## src/hdl/assert_macros.svh

```systemverilog
// assertion macros shared by the encoder modules
`ifndef ASSERT_MACROS_SVH
`define ASSERT_MACROS_SVH

// property must hold at every clock edge outside reset
`define B64E_ASSERT(label, clk, rst_n, prop, msg) \
    label: assert property (@(posedge clk) disable iff (!rst_n) prop) \
        else $error(msg);

// condition must never be seen outside reset
`define B64E_ASSERT_NEVER(label, clk, rst_n, cond, msg) \
    label: assert property (@(posedge clk) disable iff (!rst_n) !(cond)) \
        else $error(msg);

`endif

```

## src/hdl/b64e_pkg.sv

```systemverilog
// types, constants and character functions for the base64 stream encoder
package b64e_pkg;

    typedef enum logic [1:0] {
        PH_0 = 2'd0,
        PH_1 = 2'd1,
        PH_2 = 2'd2
    } t_phase;

    // one classified input item: up to two sextets and up to two escaped pads
    typedef struct packed {
        logic [5:0] sx0;
        logic [5:0] sx1;
        logic       two_sx;
        logic [1:0] pads;
        logic       eom;
    } t_job;

    typedef struct packed {
        logic empty;
        logic full;
    } t_q_status;

    localparam logic [7:0] PAD_PERCENT = 8'h25;
    localparam logic [7:0] PAD_THREE   = 8'h33;
    localparam logic [7:0] PAD_D       = 8'h44;

    // standard alphabet: A-Z, a-z, 0-9, '+', '/'
    function automatic logic [7:0] sextet_char(input logic [5:0] v);
        logic [7:0] c;
        if (v < 6'd26) begin
            c = 8'h41 + {2'b00, v};
        end else if (v < 6'd52) begin
            c = 8'h61 + {2'b00, v} - 8'd26;
        end else if (v < 6'd62) begin
            c = 8'h30 + {2'b00, v} - 8'd52;
        end else if (v == 6'd62) begin
            c = 8'h2B;
        end else begin
            c = 8'h2F;
        end
        return c;
    endfunction

    // k counts characters within the pad run, three per pad
    function automatic logic [7:0] pad_char(input logic [2:0] k);
        logic [7:0] c;
        case (k) inside
            3'd0, 3'd3: c = PAD_PERCENT;
            3'd1, 3'd4: c = PAD_THREE;
            default:    c = PAD_D;
        endcase
        return c;
    endfunction

endpackage

```

## src/hdl/b64e_byte_if.sv

```systemverilog
// input channel: one raw byte and its end of message flag per item
interface b64e_byte_if;
    logic       valid;
    logic       ready;
    logic [7:0] data_byte;
    logic       end_of_message;

    modport source(output valid, output data_byte, output end_of_message, input ready);
    modport sink(input valid, input data_byte, input end_of_message, output ready);
endinterface

```

## src/hdl/b64e_char_if.sv

```systemverilog
// output channel: one encoded character and its last flag per item
interface b64e_char_if;
    logic       valid;
    logic       ready;
    logic [7:0] out_char;
    logic       last_char;

    modport source(output valid, output out_char, output last_char, input ready);
    modport sink(input valid, input out_char, input last_char, output ready);
endinterface

```

## src/hdl/b64e_queue.sv

```systemverilog
// short job queue between the classifier and the character sequencer
`include "assert_macros.svh"

module b64e_queue #(
    parameter int DEPTH = 4
) (
    input  logic                i_clk,
    input  logic                i_rst_n,
    input  logic                i_push,
    input  b64e_pkg::t_job      i_job,
    input  logic                i_pop,
    output b64e_pkg::t_job      o_head,
    output b64e_pkg::t_q_status o_status
);
    import b64e_pkg::*;

    localparam int PW = (DEPTH > 1) ? $clog2(DEPTH) : 1;
    localparam int CW = $clog2(DEPTH + 1);

    t_job            r_mem [DEPTH];
    logic [PW-1:0]   r_wr, n_wr;
    logic [PW-1:0]   r_rd, n_rd;
    logic [CW-1:0]   r_count, n_count;

    always_comb begin
        n_wr    = r_wr;
        n_rd    = r_rd;
        n_count = r_count;
        if (i_push) begin
            n_wr = (r_wr == PW'(DEPTH - 1)) ? '0 : r_wr + PW'(1);
        end
        if (i_pop) begin
            n_rd = (r_rd == PW'(DEPTH - 1)) ? '0 : r_rd + PW'(1);
        end
        if (i_push && !i_pop) begin
            n_count = r_count + CW'(1);
        end else if (!i_push && i_pop) begin
            n_count = r_count - CW'(1);
        end
    end

    always_ff @(posedge i_clk) begin
        if (!i_rst_n) begin
            r_wr    <= '0;
            r_rd    <= '0;
            r_count <= '0;
        end else begin
            r_wr    <= n_wr;
            r_rd    <= n_rd;
            r_count <= n_count;
        end
    end

    always_ff @(posedge i_clk) begin
        if (i_push) begin
            r_mem[r_wr] <= i_job;
        end
    end

    assign o_head         = r_mem[r_rd];
    assign o_status.empty = (r_count == '0);
    assign o_status.full  = (r_count == CW'(DEPTH));

    `B64E_ASSERT(a_count_bound, i_clk, i_rst_n, r_count <= CW'(DEPTH), "queue overfilled")
    `B64E_ASSERT_NEVER(a_pop_empty, i_clk, i_rst_n, i_pop && (r_count == '0), "pop of empty queue")

endmodule

```

## src/hdl/b64e_front.sv

```systemverilog
// front part: accepts bytes, tracks the group phase and classifies each item
module b64e_front (
    input  logic                i_clk,
    input  logic                i_rst_n,
    b64e_byte_if.sink           i_byte,
    input  b64e_pkg::t_q_status i_q_status,
    output logic                o_push,
    output b64e_pkg::t_job      o_job
);
    import b64e_pkg::*;

    t_phase     r_phase, n_phase;
    logic [3:0] r_left, n_left;
    logic [7:0] b;

    assign b            = i_byte.data_byte;
    assign i_byte.ready = !i_q_status.full;
    assign o_push       = i_byte.valid && !i_q_status.full;

    always_ff @(posedge i_clk) begin
        if (!i_rst_n) begin
            r_phase <= PH_0;
            r_left  <= '0;
        end else if (o_push) begin
            r_phase <= n_phase;
            r_left  <= n_left;
        end
    end

    always_comb begin
        o_job = '0;
        unique case (r_phase)
            PH_1: begin
                o_job.sx0 = {r_left[1:0], b[7:4]};
                n_left    = b[3:0];
                n_phase   = PH_2;
            end
            PH_2: begin
                o_job.sx0    = {r_left, b[7:6]};
                o_job.sx1    = b[5:0];
                o_job.two_sx = 1'b1;
                n_left       = '0;
                n_phase      = PH_0;
            end
            default: begin
                o_job.sx0 = b[7:2];
                n_left    = {2'b00, b[1:0]};
                n_phase   = PH_1;
            end
        endcase

        // flush the partial sextet and pick the pad count
        o_job.eom = i_byte.end_of_message;
        if (i_byte.end_of_message) begin
            if (n_phase == PH_1) begin
                o_job.sx1    = {n_left[1:0], 4'b0000};
                o_job.two_sx = 1'b1;
                o_job.pads   = 2'd2;
            end else if (n_phase == PH_2) begin
                o_job.sx1    = {n_left, 2'b00};
                o_job.two_sx = 1'b1;
                o_job.pads   = 2'd1;
            end
            n_phase = PH_0;
            n_left  = '0;
        end
    end

endmodule

```

## src/hdl/b64e_back.sv

```systemverilog
// back part: walks each job out as characters through the output register
`include "assert_macros.svh"

module b64e_back (
    input  logic                i_clk,
    input  logic                i_rst_n,
    input  b64e_pkg::t_job      i_head,
    input  b64e_pkg::t_q_status i_q_status,
    output logic                o_pop,
    b64e_char_if.source         o_char
);
    import b64e_pkg::*;

    logic [2:0] r_pos, n_pos;
    logic       r_valid, n_valid;
    logic [7:0] r_out, n_out;
    logic       r_last, n_last;

    logic [2:0] pad_span;
    logic [2:0] last_idx;
    logic [2:0] pad_k;
    logic       take;
    logic       at_end;

    always_comb begin
        case (i_head.pads)
            2'd2:    pad_span = 3'd6;
            2'd1:    pad_span = 3'd3;
            default: pad_span = 3'd0;
        endcase
    end

    assign last_idx = pad_span + {2'b00, i_head.two_sx};
    assign pad_k    = r_pos - 3'd1 - {2'b00, i_head.two_sx};
    assign take     = !i_q_status.empty && (!r_valid || o_char.ready);
    assign at_end   = (r_pos == last_idx);
    assign o_pop    = take && at_end;

    always_comb begin
        n_pos   = r_pos;
        n_valid = r_valid;
        n_out   = r_out;
        n_last  = r_last;
        if (take) begin
            if (r_pos == 3'd0) begin
                n_out = sextet_char(i_head.sx0);
            end else if (r_pos == 3'd1 && i_head.two_sx) begin
                n_out = sextet_char(i_head.sx1);
            end else begin
                n_out = pad_char(pad_k);
            end
            n_last  = i_head.eom && at_end;
            n_valid = 1'b1;
            n_pos   = at_end ? 3'd0 : r_pos + 3'd1;
        end else if (o_char.ready) begin
            n_valid = 1'b0;
        end
    end

    always_ff @(posedge i_clk) begin
        if (!i_rst_n) begin
            r_pos   <= '0;
            r_valid <= 1'b0;
        end else begin
            r_pos   <= n_pos;
            r_valid <= n_valid;
        end
    end

    always_ff @(posedge i_clk) begin
        r_out  <= n_out;
        r_last <= n_last;
    end

    assign o_char.valid     = r_valid;
    assign o_char.out_char  = r_out;
    assign o_char.last_char = r_last;

    `B64E_ASSERT(a_pos_in_job, i_clk, i_rst_n, i_q_status.empty || (r_pos <= last_idx), "character position past end of job")

endmodule

```

## src/hdl/base64_stream_encoder_core.sv

```systemverilog
// base64 stream encoder: one byte per item in, one character per item out, escaped padding
// path: an accepted byte enters the job queue; its characters leave via the output register
// throughput: one byte per cycle accepted while the job queue has room; one character per
// cycle out while a job is queued and the receiver is ready, set by the single output
// register; three bytes give four characters, a final byte with padding up to eight
// reset: synchronous, active low; clears group phase, job queue and output valid
module base64_stream_encoder_core #(
    parameter int QUEUE_DEPTH = 4
) (
    input  logic        i_clk,
    input  logic        i_rst_n,
    b64e_byte_if.sink   i_byte,
    b64e_char_if.source o_char
);
    import b64e_pkg::*;

    t_job      push_job;
    t_job      head_job;
    t_q_status q_status;
    logic      push;
    logic      pop;

    b64e_front u_front (
        .i_clk      (i_clk),
        .i_rst_n    (i_rst_n),
        .i_byte     (i_byte),
        .i_q_status (q_status),
        .o_push     (push),
        .o_job      (push_job)
    );

    b64e_queue #(
        .DEPTH (QUEUE_DEPTH)
    ) u_queue (
        .i_clk    (i_clk),
        .i_rst_n  (i_rst_n),
        .i_push   (push),
        .i_job    (push_job),
        .i_pop    (pop),
        .o_head   (head_job),
        .o_status (q_status)
    );

    b64e_back u_back (
        .i_clk      (i_clk),
        .i_rst_n    (i_rst_n),
        .i_head     (head_job),
        .i_q_status (q_status),
        .o_pop      (pop),
        .o_char     (o_char)
    );

endmodule
```

## src/flat_wrapper.sv

```systemverilog
// flat-port wrapper written by rule: the top's interface ports become plain ports
module base64_stream_encoder_core_flat import b64e_pkg::*;
#(
    parameter int QUEUE_DEPTH = 4
)
  (i_clk, i_rst_n, i_byte_valid, i_byte_data_byte, i_byte_end_of_message, i_byte_ready, o_char_valid, o_char_out_char, o_char_last_char, o_char_ready);
  b64e_byte_if i_byte_i ();
  b64e_char_if o_char_i ();
  input  logic i_clk;
  input  logic i_rst_n;
  input wire logic [$bits(i_byte_i.valid)-1:0] i_byte_valid;
  input wire logic [$bits(i_byte_i.data_byte)-1:0] i_byte_data_byte;
  input wire logic [$bits(i_byte_i.end_of_message)-1:0] i_byte_end_of_message;
  output wire logic [$bits(i_byte_i.ready)-1:0] i_byte_ready;
  output wire logic [$bits(o_char_i.valid)-1:0] o_char_valid;
  output wire logic [$bits(o_char_i.out_char)-1:0] o_char_out_char;
  output wire logic [$bits(o_char_i.last_char)-1:0] o_char_last_char;
  input wire logic [$bits(o_char_i.ready)-1:0] o_char_ready;
  assign i_byte_i.valid = i_byte_valid;
  assign i_byte_i.data_byte = i_byte_data_byte;
  assign i_byte_i.end_of_message = i_byte_end_of_message;
  assign i_byte_ready = i_byte_i.ready;
  assign o_char_valid = o_char_i.valid;
  assign o_char_out_char = o_char_i.out_char;
  assign o_char_last_char = o_char_i.last_char;
  assign o_char_i.ready = o_char_ready;
  base64_stream_encoder_core #(.QUEUE_DEPTH(QUEUE_DEPTH)) u_core (.i_clk(i_clk), .i_rst_n(i_rst_n), .i_byte(i_byte_i), .o_char(o_char_i));
endmodule
```

## config.mk

```make
export PLATFORM = sky130hd
export DESIGN_NAME = base64_stream_encoder_core_flat
export DESIGN_NICKNAME = d
export VERILOG_FILES = /design/src/hdl/b64e_pkg.sv /design/src/hdl/b64e_byte_if.sv /design/src/hdl/b64e_char_if.sv /design/src/hdl/b64e_queue.sv /design/src/hdl/b64e_front.sv /design/src/hdl/b64e_back.sv /design/src/hdl/base64_stream_encoder_core.sv /design/src/flat_wrapper.sv
export VERILOG_INCLUDE_DIRS = /design/src /design/src/hdl
export SDC_FILE = /design/constraint.sdc
export NUM_CORES = 1
export LEC_CHECK = 0
export BUFFER_PORTS_ARGS = -buffer_cell sky130_fd_sc_hd__buf_2
export CAP_MARGIN = 30
export CORE_MARGIN = 3
export CORE_UTILIZATION = 40
export DETAILED_ROUTE_END_ITERATION = 8
export GPL_TIMING_DRIVEN = 0
export PLACE_DENSITY_LB_ADDON = 0.1
export SLEW_MARGIN = 40
export SYNTH_ARGS = -nofsm -noshare
export SYNTH_HDL_FRONTEND = slang
export SYNTH_SLANG_ARGS = --single-unit
```

## constraint.sdc

```tcl
create_clock -name i_clk -period 4.7 [get_ports i_clk]
set_input_delay 1.41 -clock i_clk [delete_from_list [all_inputs] [get_ports i_clk]]
set_output_delay 1.41 -clock i_clk [all_outputs]
set_load 0.02 [all_outputs]
```

==> results.py, run 1 <==
metrics = {
    "timing": {
        "grt_setup_unrepaired": "false",
        "fin_ws_ns": 0.984,
        "max_freq_ghz": 0.269,
        "skew_ns": 0.00579,
        "setup_violations": 0,
        "slew_headroom_pct": 53.5,
        "fin_crit_sh_pct": 79.1,
        "finalHoldViolations": 0,
        "worst_pin_slew_ns": 0.690,
        "totalNegativeSetupSlack_ns": 0,
        "slew_viol_final": 0,
        "layout_min_cycle_time_ns": 3.72,
    },
    "die": {
        "start_util_pct": 41.1,
        "die-area_sq_um": 13200,
        "core_sq_um": 11500,
        "die_y_um": 115,
        "rows": 39,
        "dieWidth_um": 115,
        "ios": 24,
    },
    "cts": {
        "clockBufferDepth": 2,
        "cts-root-buf": "clkbuf_16",
        "htree_levels": 3,
        "post_cts_resized": 0,
        "cts_setup_buffers": 0,
        "cts_tree": "done",
        "clk_latency_ns": 0.34,
        "clk_pin_slew_ns": 0.07,
        "cts_buffers": 9,
        "cts_hold_buf": 0,
        "cts_sinks": 92,
    },
    "flow_run": {
        "maxCapViolCount": 0,
    },
    "critical_path": {
        "cp.required_ns": 4.97,
        "start_kind": "flip-flop",
        "cp-end-kind": "flip-flop",
        "arrival_ns": 3.99,
        "critPathKind": "reg2reg",
        "reg2regPathDepth": 15,
        "cp_max_fo": 7,
    },
    "grt": {
        "grt.total_usage_pct": 14.6,
        "grt_pass1_wl_um": 14800,
        "overflow": 0,
        "antenna_found_initial": 0,
        "grt_start_max_net_pins": 17,
        "grt_pass1_vias": 2897,
    },
    "power_and_ir_drop": {
        "p_leak_nw": 1.94,
        "irDropWorstVdd_v": 0.000219,
        "power-per-cell-area_nw_per_um2": 604,
        "fin_total_pwr_mw": 3.20,
    },
    "yosys": {
        "syn_area_sq_um": 4740,
        "syn-num-nets": 422,
        "synth_cell_types": 56,
        "async_reset_ff_share_pct": 0,
        "ys_seq_area_share_pct": 54.3,
        "synthCells": 383,
        "ys_seq_elements": 92,
        "synth_warnings": 0,
        "syn_avg_cell_area_sq_um": 12.4,
        "ys_dominant_reg_cell": "edfxtp_1",
        "synth_edf_count": 73,
    },
    "worst_hold_path": {
        "holdPathStages": 2,
        "hp-start": "u_core.u_front.r_left[2]$_SDFFE_PN0P_",
        "hp-class": "reg2reg",
    },
    "routing": {
        "viasPerCell": 5.36,
        "drt_iter0_drc": 140,
        "wl_um": 9200,
        "vias": 3030,
        "wl_per_cell_um": 16.3,
        "drc_errors": 0,
        "final_antenna_net_count": 0,
        "first_pass_iters": 4,
    },
    "final_layout": {
        "synthToLayoutAreaGrowth_pct": 12.0,
        "final_nets": 456,
        "n_fill_cell": 1071,
        "final_util_pct": 46.1,
        "fin_cells": 565,
        "num_antenna_cells": 0,
        "drive_above_1_share_pct": 16.1,
    },
    "placement": {
        "numPlacedInstances": 549,
        "place_ws_ns": 0.950,
        "gp_congestion": 0.808,
        "hpwlAfterDp_um": 6670,
        "io_buffer_count": 23,
    },
    "status": {
        "status": "complete, no violations",
    },
}
## stage by stage
stage                     area [sq um]  hold slack (ns)
after floorplan                   4740            0.441
after global placement            5030            0.459
after detailed placement          5040            0.471
after CTS                         5310            0.480
after global routing              5310            0.506
final                             5310            0.474
## sequential cells by signal, summed over array words and instances, names as in the netlist, named ones only
signal                          flops
u_core.u_queue.r_mem               64
u_core.u_front.r_phase              2
u_core.u_back.r_pos                 3
u_core.u_back.o_char.last_char      1
u_core.u_front.r_left               4
u_core.u_back.o_char.valid          1
u_core.u_queue.r_wr                 2
u_core.u_queue.r_count              3
u_core.u_back.o_char.out_char       8
u_core.u_queue.r_rd                 2
## final timing paths
path                                            end  slack (ns)
min           u_core.u_front.r_left[2]$_SDFFE_PN0P_        0.47
max reg2reg  u_core.u_queue.r_count[2]$_SDFFE_PN0P_        0.98
min reg2reg   u_core.u_front.r_left[2]$_SDFFE_PN0P_        0.47
max          u_core.u_queue.r_count[2]$_SDFFE_PN0P_        0.98
## synth_stat cells, drive strengths merged (2+ instances only)
library cell	count	area [sq um]
a211o	2	17.5
a211oi	2	27.5
a21boi	8	60.1
a21o	4	30.0
a21oi	15	75.1
a22o	2	17.5
a22oi	9	67.6
a31oi	2	12.5
and2	4	25.0
and3	8	50.1
and3b	2	17.5
buf	5	32.5
clkbuf	7	27.5
dfxtp	19	380
edfxtp	73	2190
ha	25	313
inv	26	97.6
mux2i	5	50.1
mux4	16	360
nand2	38	143
nand2b	5	31.3
nand3	12	60.1
nand3b	4	30.0
nor2	8	30.0
nor2b	11	68.8
nor3	4	20.0
o211ai	7	52.6
o21a	2	15.0
o21ai	20	100
o221ai	2	17.5
or2	3	18.8
or4	2	15.0
xnor2	10	87.6
xor2	4	35.0
## per-layer routing
metal	global-route usage (%)	routed length, um	vias to the layer above
li1	-	-	1508
met1	19.8	4460	1464
met2	23.4	4300	49
met3	2.37	274	9
met4	6.57	161	0
met5	0	0	-
## critical path, cell delays in order (launching register included)
cell and delay (ns):
dfxtp_1 0.33, buf_6 0.15, mux4_2 0.53, nor2b_1 0.17, ha_1 0.18, xor2_1 0.16, or4b_1 0.46, a21o_1 0.21
a211oi_4 0.31, inv_1 0.11, ha_1 0.23, inv_1 0.08, fa_1 0.18, xor2_1 0.07, or3_1 0.30, a21boi_0 0.16
## layout by cell type (no fill, tap or decap), drive strengths merged, types with 9 or more instances in the layout
| cell | n |
|---|---|
| inv | 26 |
| nand2 | 38 |
| buf | 28 |
| clkbuf | 17 |
| edfxtp | 73 |
| dfxtp | 19 |
| ha | 25 |
| a21oi | 15 |
| a22oi | 9 |
| o21ai | 20 |
| nor2b | 11 |
| nand3 | 12 |
| xnor2 | 10 |
| mux4 | 16 |
## kinds of logic (layout without fill, tap and decap cells)
logic type / Yosys count / after routing / share of synthesized area [%]
compound gates: 85 / 85 / 12.3
xor+xnor: 14 / 14 / 2.59
fa+ha+maj: 26 / 26 / 7.03
buf+inv: 39 / 78 / 3.41
flops: 92 / 92 / 54.3
mux: 22 / 22 / 8.90
simple gates: 105 / 105 / 11.5
## where the power goes
| group | switching [mW] | total [mW] | internal, mW |
|---|---|---|---|
| Combinational | 0.832 | 1.43 | 0.597 |
| Clock | 0.305 | 0.663 | 0.358 |
| Sequential | 0.0514 | 1.11 | 1.06 |
| Total | 1.19 | 3.20 | 2.01 |
## cell type report
class / count / area [sq um] / area share (%)
Sequential cell: 92 / 2570 / 48.5
Multi-Input combinational cell: 252 / 2010 / 37.8
Clock buffer: 10 / 229 / 4.32
Tap cell: 143 / 179 / 3.37
Timing Repair Buffer: 23 / 115 / 2.17
Inverter: 27 / 101 / 1.91
Buffer: 12 / 60.1 / 1.13
Clock inverter: 6 / 41.3 / 0.778
No activity file was read; power rests on OpenSTA's default activity.
==> run 2: changes to the inputs <==
==> constraint.sdc (replaced) <==
create_clock -name i_clk -period 3.2 [get_ports i_clk]
set_input_delay 0.96 -clock i_clk [delete_from_list [all_inputs] [get_ports i_clk]]
set_output_delay 0.96 -clock i_clk [all_outputs]
set_load 0.02 [all_outputs]
==> results.py, run 2 (synthesis gave the netlist of run 1 again) <==
metrics = {
    "grt": {
        "grt_pass1_vias": 2964,
        "antenna_found_initial": 0,
        "overflow": 0,
        "grt_start_max_net_pins": 17,
        "grt.total_usage_pct": 15.2,
        "grt_pass1_wl_um": 15400,
    },
    "timing": {
        "fin_ws_ns": -0.218,
        "setup_violations": 2,
        "max_freq_ghz": 0.293,
        "grt_setup_unrepaired": "true",
        "slew_headroom_pct": 56.0,
        "finalHoldViolations": 0,
        "slew_viol_final": 0,
        "fin_crit_sh_pct": 107,
        "skew_ns": 0.00754,
        "worst_pin_slew_ns": 0.653,
        "layout_min_cycle_time_ns": 3.42,
    },
    "critical_path": {
        "endpoint": "u_core.u_queue.r_count[2]$_SDFFE_PN0P_",
        "critPathKind": "reg2reg",
        "cp-end-kind": "flip-flop",
        "arrival_ns": 3.69,
        "cp_max_fo": 4,
        "r2r_slack_ns": -0.22,
        "reg2reg_to": "u_core.u_queue.r_count[2]$_SDFFE_PN0P_",
        "start_kind": "flip-flop",
        "reg2regPathDepth": 15,
        "cp.required_ns": 3.48,
    },
    "cts": {
        "cts-root-buf": "clkbuf_16",
        "clockBufferDepth": 2,
        "htree_levels": 3,
        "cts_tree": "done",
        "clk_latency_ns": 0.34,
        "cts_sinks": 92,
        "cts_buffers": 9,
        "clk_pin_slew_ns": 0.06,
        "cts_hold_buf": 0,
    },
    "final_layout": {
        "num_antenna_cells": 0,
        "final_cell_mix": "73 x edfxtp_1, 38 x nand2_1, 25 x buf_2, 24 x inv_1, 23 x ha_1",
        "final_util_pct": 47.4,
        "largest_reg_flops": 64,
        "final_nets": 463,
        "fin_cells": 572,
        "top_register": "u_core.u_queue.r_mem",
        "synthToLayoutAreaGrowth_pct": 15.2,
        "final_common_cell": "edfxtp_1",
        "drive_above_1_share_pct": 19.6,
    },
    "routing": {
        "wl_um": 9370,
        "drc_errors": 0,
        "wl_per_cell_um": 16.4,
        "drt_iter0_drc": 123,
        "first_pass_iters": 4,
        "vias": 3056,
        "drt-met1-wl_um": 4610,
        "final_antenna_net_count": 0,
        "met3_length_um": 247,
        "viasPerCell": 5.34,
        "wl_met2_um": 4330,
        "dr.max_layer_used": "met4",
    },
    "die": {
        "ios": 24,
        "core_sq_um": 11500,
        "rows": 39,
        "die_y_um": 115,
        "dieWidth_um": 115,
        "die-area_sq_um": 13200,
        "start_util_pct": 41.1,
    },
    "power_and_ir_drop": {
        "power-per-cell-area_nw_per_um2": 918,
        "pwr-share-comb_pct": 44.8,
        "irDropWorstVdd_v": 0.000281,
        "p_seq_share_pct": 32.7,
        "p_sw_share_pct": 35.8,
        "fin_total_pwr_mw": 5.01,
        "switchingPower_mw": 1.79,
        "p_int_mw": 3.21,
        "p_leak_nw": 2.00,
        "p_clk_share_pct": 22.5,
    },
    "placement": {
        "hpwlAfterDp_um": 6670,
        "gp_congestion": 0.780,
        "io_buffer_count": 23,
        "numPlacedInstances": 549,
    },
    "flow_run": {
        "maxCapViolCount": 0,
    },
    "status": {
        "status": "complete, but fails checks",
        "violations": "setup timing",
    },
    "worst_hold_path": {
        "hp-class": "reg2reg",
    },
}
==> run 2: worst min path at each step <==
| stage | slack, ns | depth (start not counted) | to | start |
|---|---|---|---|---|
| 3_5_place_dp | 0.46 | 2 | u_core.u_front.r_left[2]$_SDFFE_PN0P_ | u_core.u_front.r_left[2]$_SDFFE_PN0P_ |
| 6_report | 0.47 | 2 | u_core.u_front.r_left[2]$_SDFFE_PN0P_ | u_core.u_front.r_left[2]$_SDFFE_PN0P_ |
| 2_1_floorplan | 0.44 | 2 | u_core.u_front.r_left[2]$_SDFFE_PN0P_ | u_core.u_front.r_left[2]$_SDFFE_PN0P_ |
| 4_1_cts | 0.47 | 2 | u_core.u_front.r_left[2]$_SDFFE_PN0P_ | u_core.u_front.r_left[2]$_SDFFE_PN0P_ |
| 3_3_place_gp | 0.46 | 2 | u_core.u_front.r_left[2]$_SDFFE_PN0P_ | u_core.u_front.r_left[2]$_SDFFE_PN0P_ |
| 5_1_grt | 0.52 | 2 | u_core.u_front.r_left[2]$_SDFFE_PN0P_ | u_core.u_front.r_left[2]$_SDFFE_PN0P_ |
==> run 2: routing by layer <==
| metal | GRT usage, % | vias up |
|---|---|---|
| li1 | - | 1517 |
| met1 | 21.2 | 1473 |
| met3 | 2.53 | 12 |
| met2 | 23.5 | 54 |
| met4 | 6.96 | 0 |
| met5 | 0 | - |
==> run 2: layout make-up <==
cell class | count | area (sq um)
multi-input combinational | 252 | 2050
timing repair buffer | 31 | 175
inverter | 27 | 101
clock inverter | 5 | 78.8
tap | 143 | 179
sequential | 92 | 2570
clock buffer | 11 | 233
fill | 1052 | 6060
buffer | 11 | 60.1
==> run 2: repair_timing <==
action	CTS	global route
endpoints found under the setup margin	6	5
endpoints found under the hold margin	0	0
pin swaps	2	1
gates resized for setup	5	2
setup buffers	7	2
==> run 2: power groups by stage <==
stage / Clock (mW) / Combinational (mW) / Sequential [mW]
2_1_floorplan: 0 / 1.57 / 1.74
3_3_place_gp: 0 / 2.12 / 1.66
3_5_place_dp: 0 / 2.13 / 1.66
4_1_cts: 1.15 / 2.22 / 1.64
5_1_grt: 1.19 / 2.51 / 1.66
6_report: 1.13 / 2.24 / 1.64
==> run 2: per-stage QoR <==
| stage | TNS [ns] | hold slack, ns | instance area, sq um | setup slack [ns] |
|---|---|---|---|---|
| after floorplan | -0.422 | 0.441 | 4750 | -0.218 |
| after global placement | -1.37 | 0.463 | 5050 | -0.459 |
| after detailed placement | -1.30 | 0.459 | 5050 | -0.473 |
| after CTS | -0.407 | 0.467 | 5440 | -0.222 |
| after global routing | -0.716 | 0.519 | 5460 | -0.379 |
| final | -0.398 | 0.466 | 5460 | -0.218 |
==> run 2: critical path: stages, from the launching register on <==
cell and delay [ns]:
dfxtp_2 0.33, buf_8 0.11, mux4_2 0.50, nor2b_4 0.16, ha_4 0.16, xor2_2 0.17, or4b_1 0.46, a21o_1 0.21
a211oi_4 0.27, inv_2 0.09, ha_4 0.17, inv_2 0.05, fa_2 0.18, xor2_1 0.07, or3_1 0.31, a21boi_1 0.12
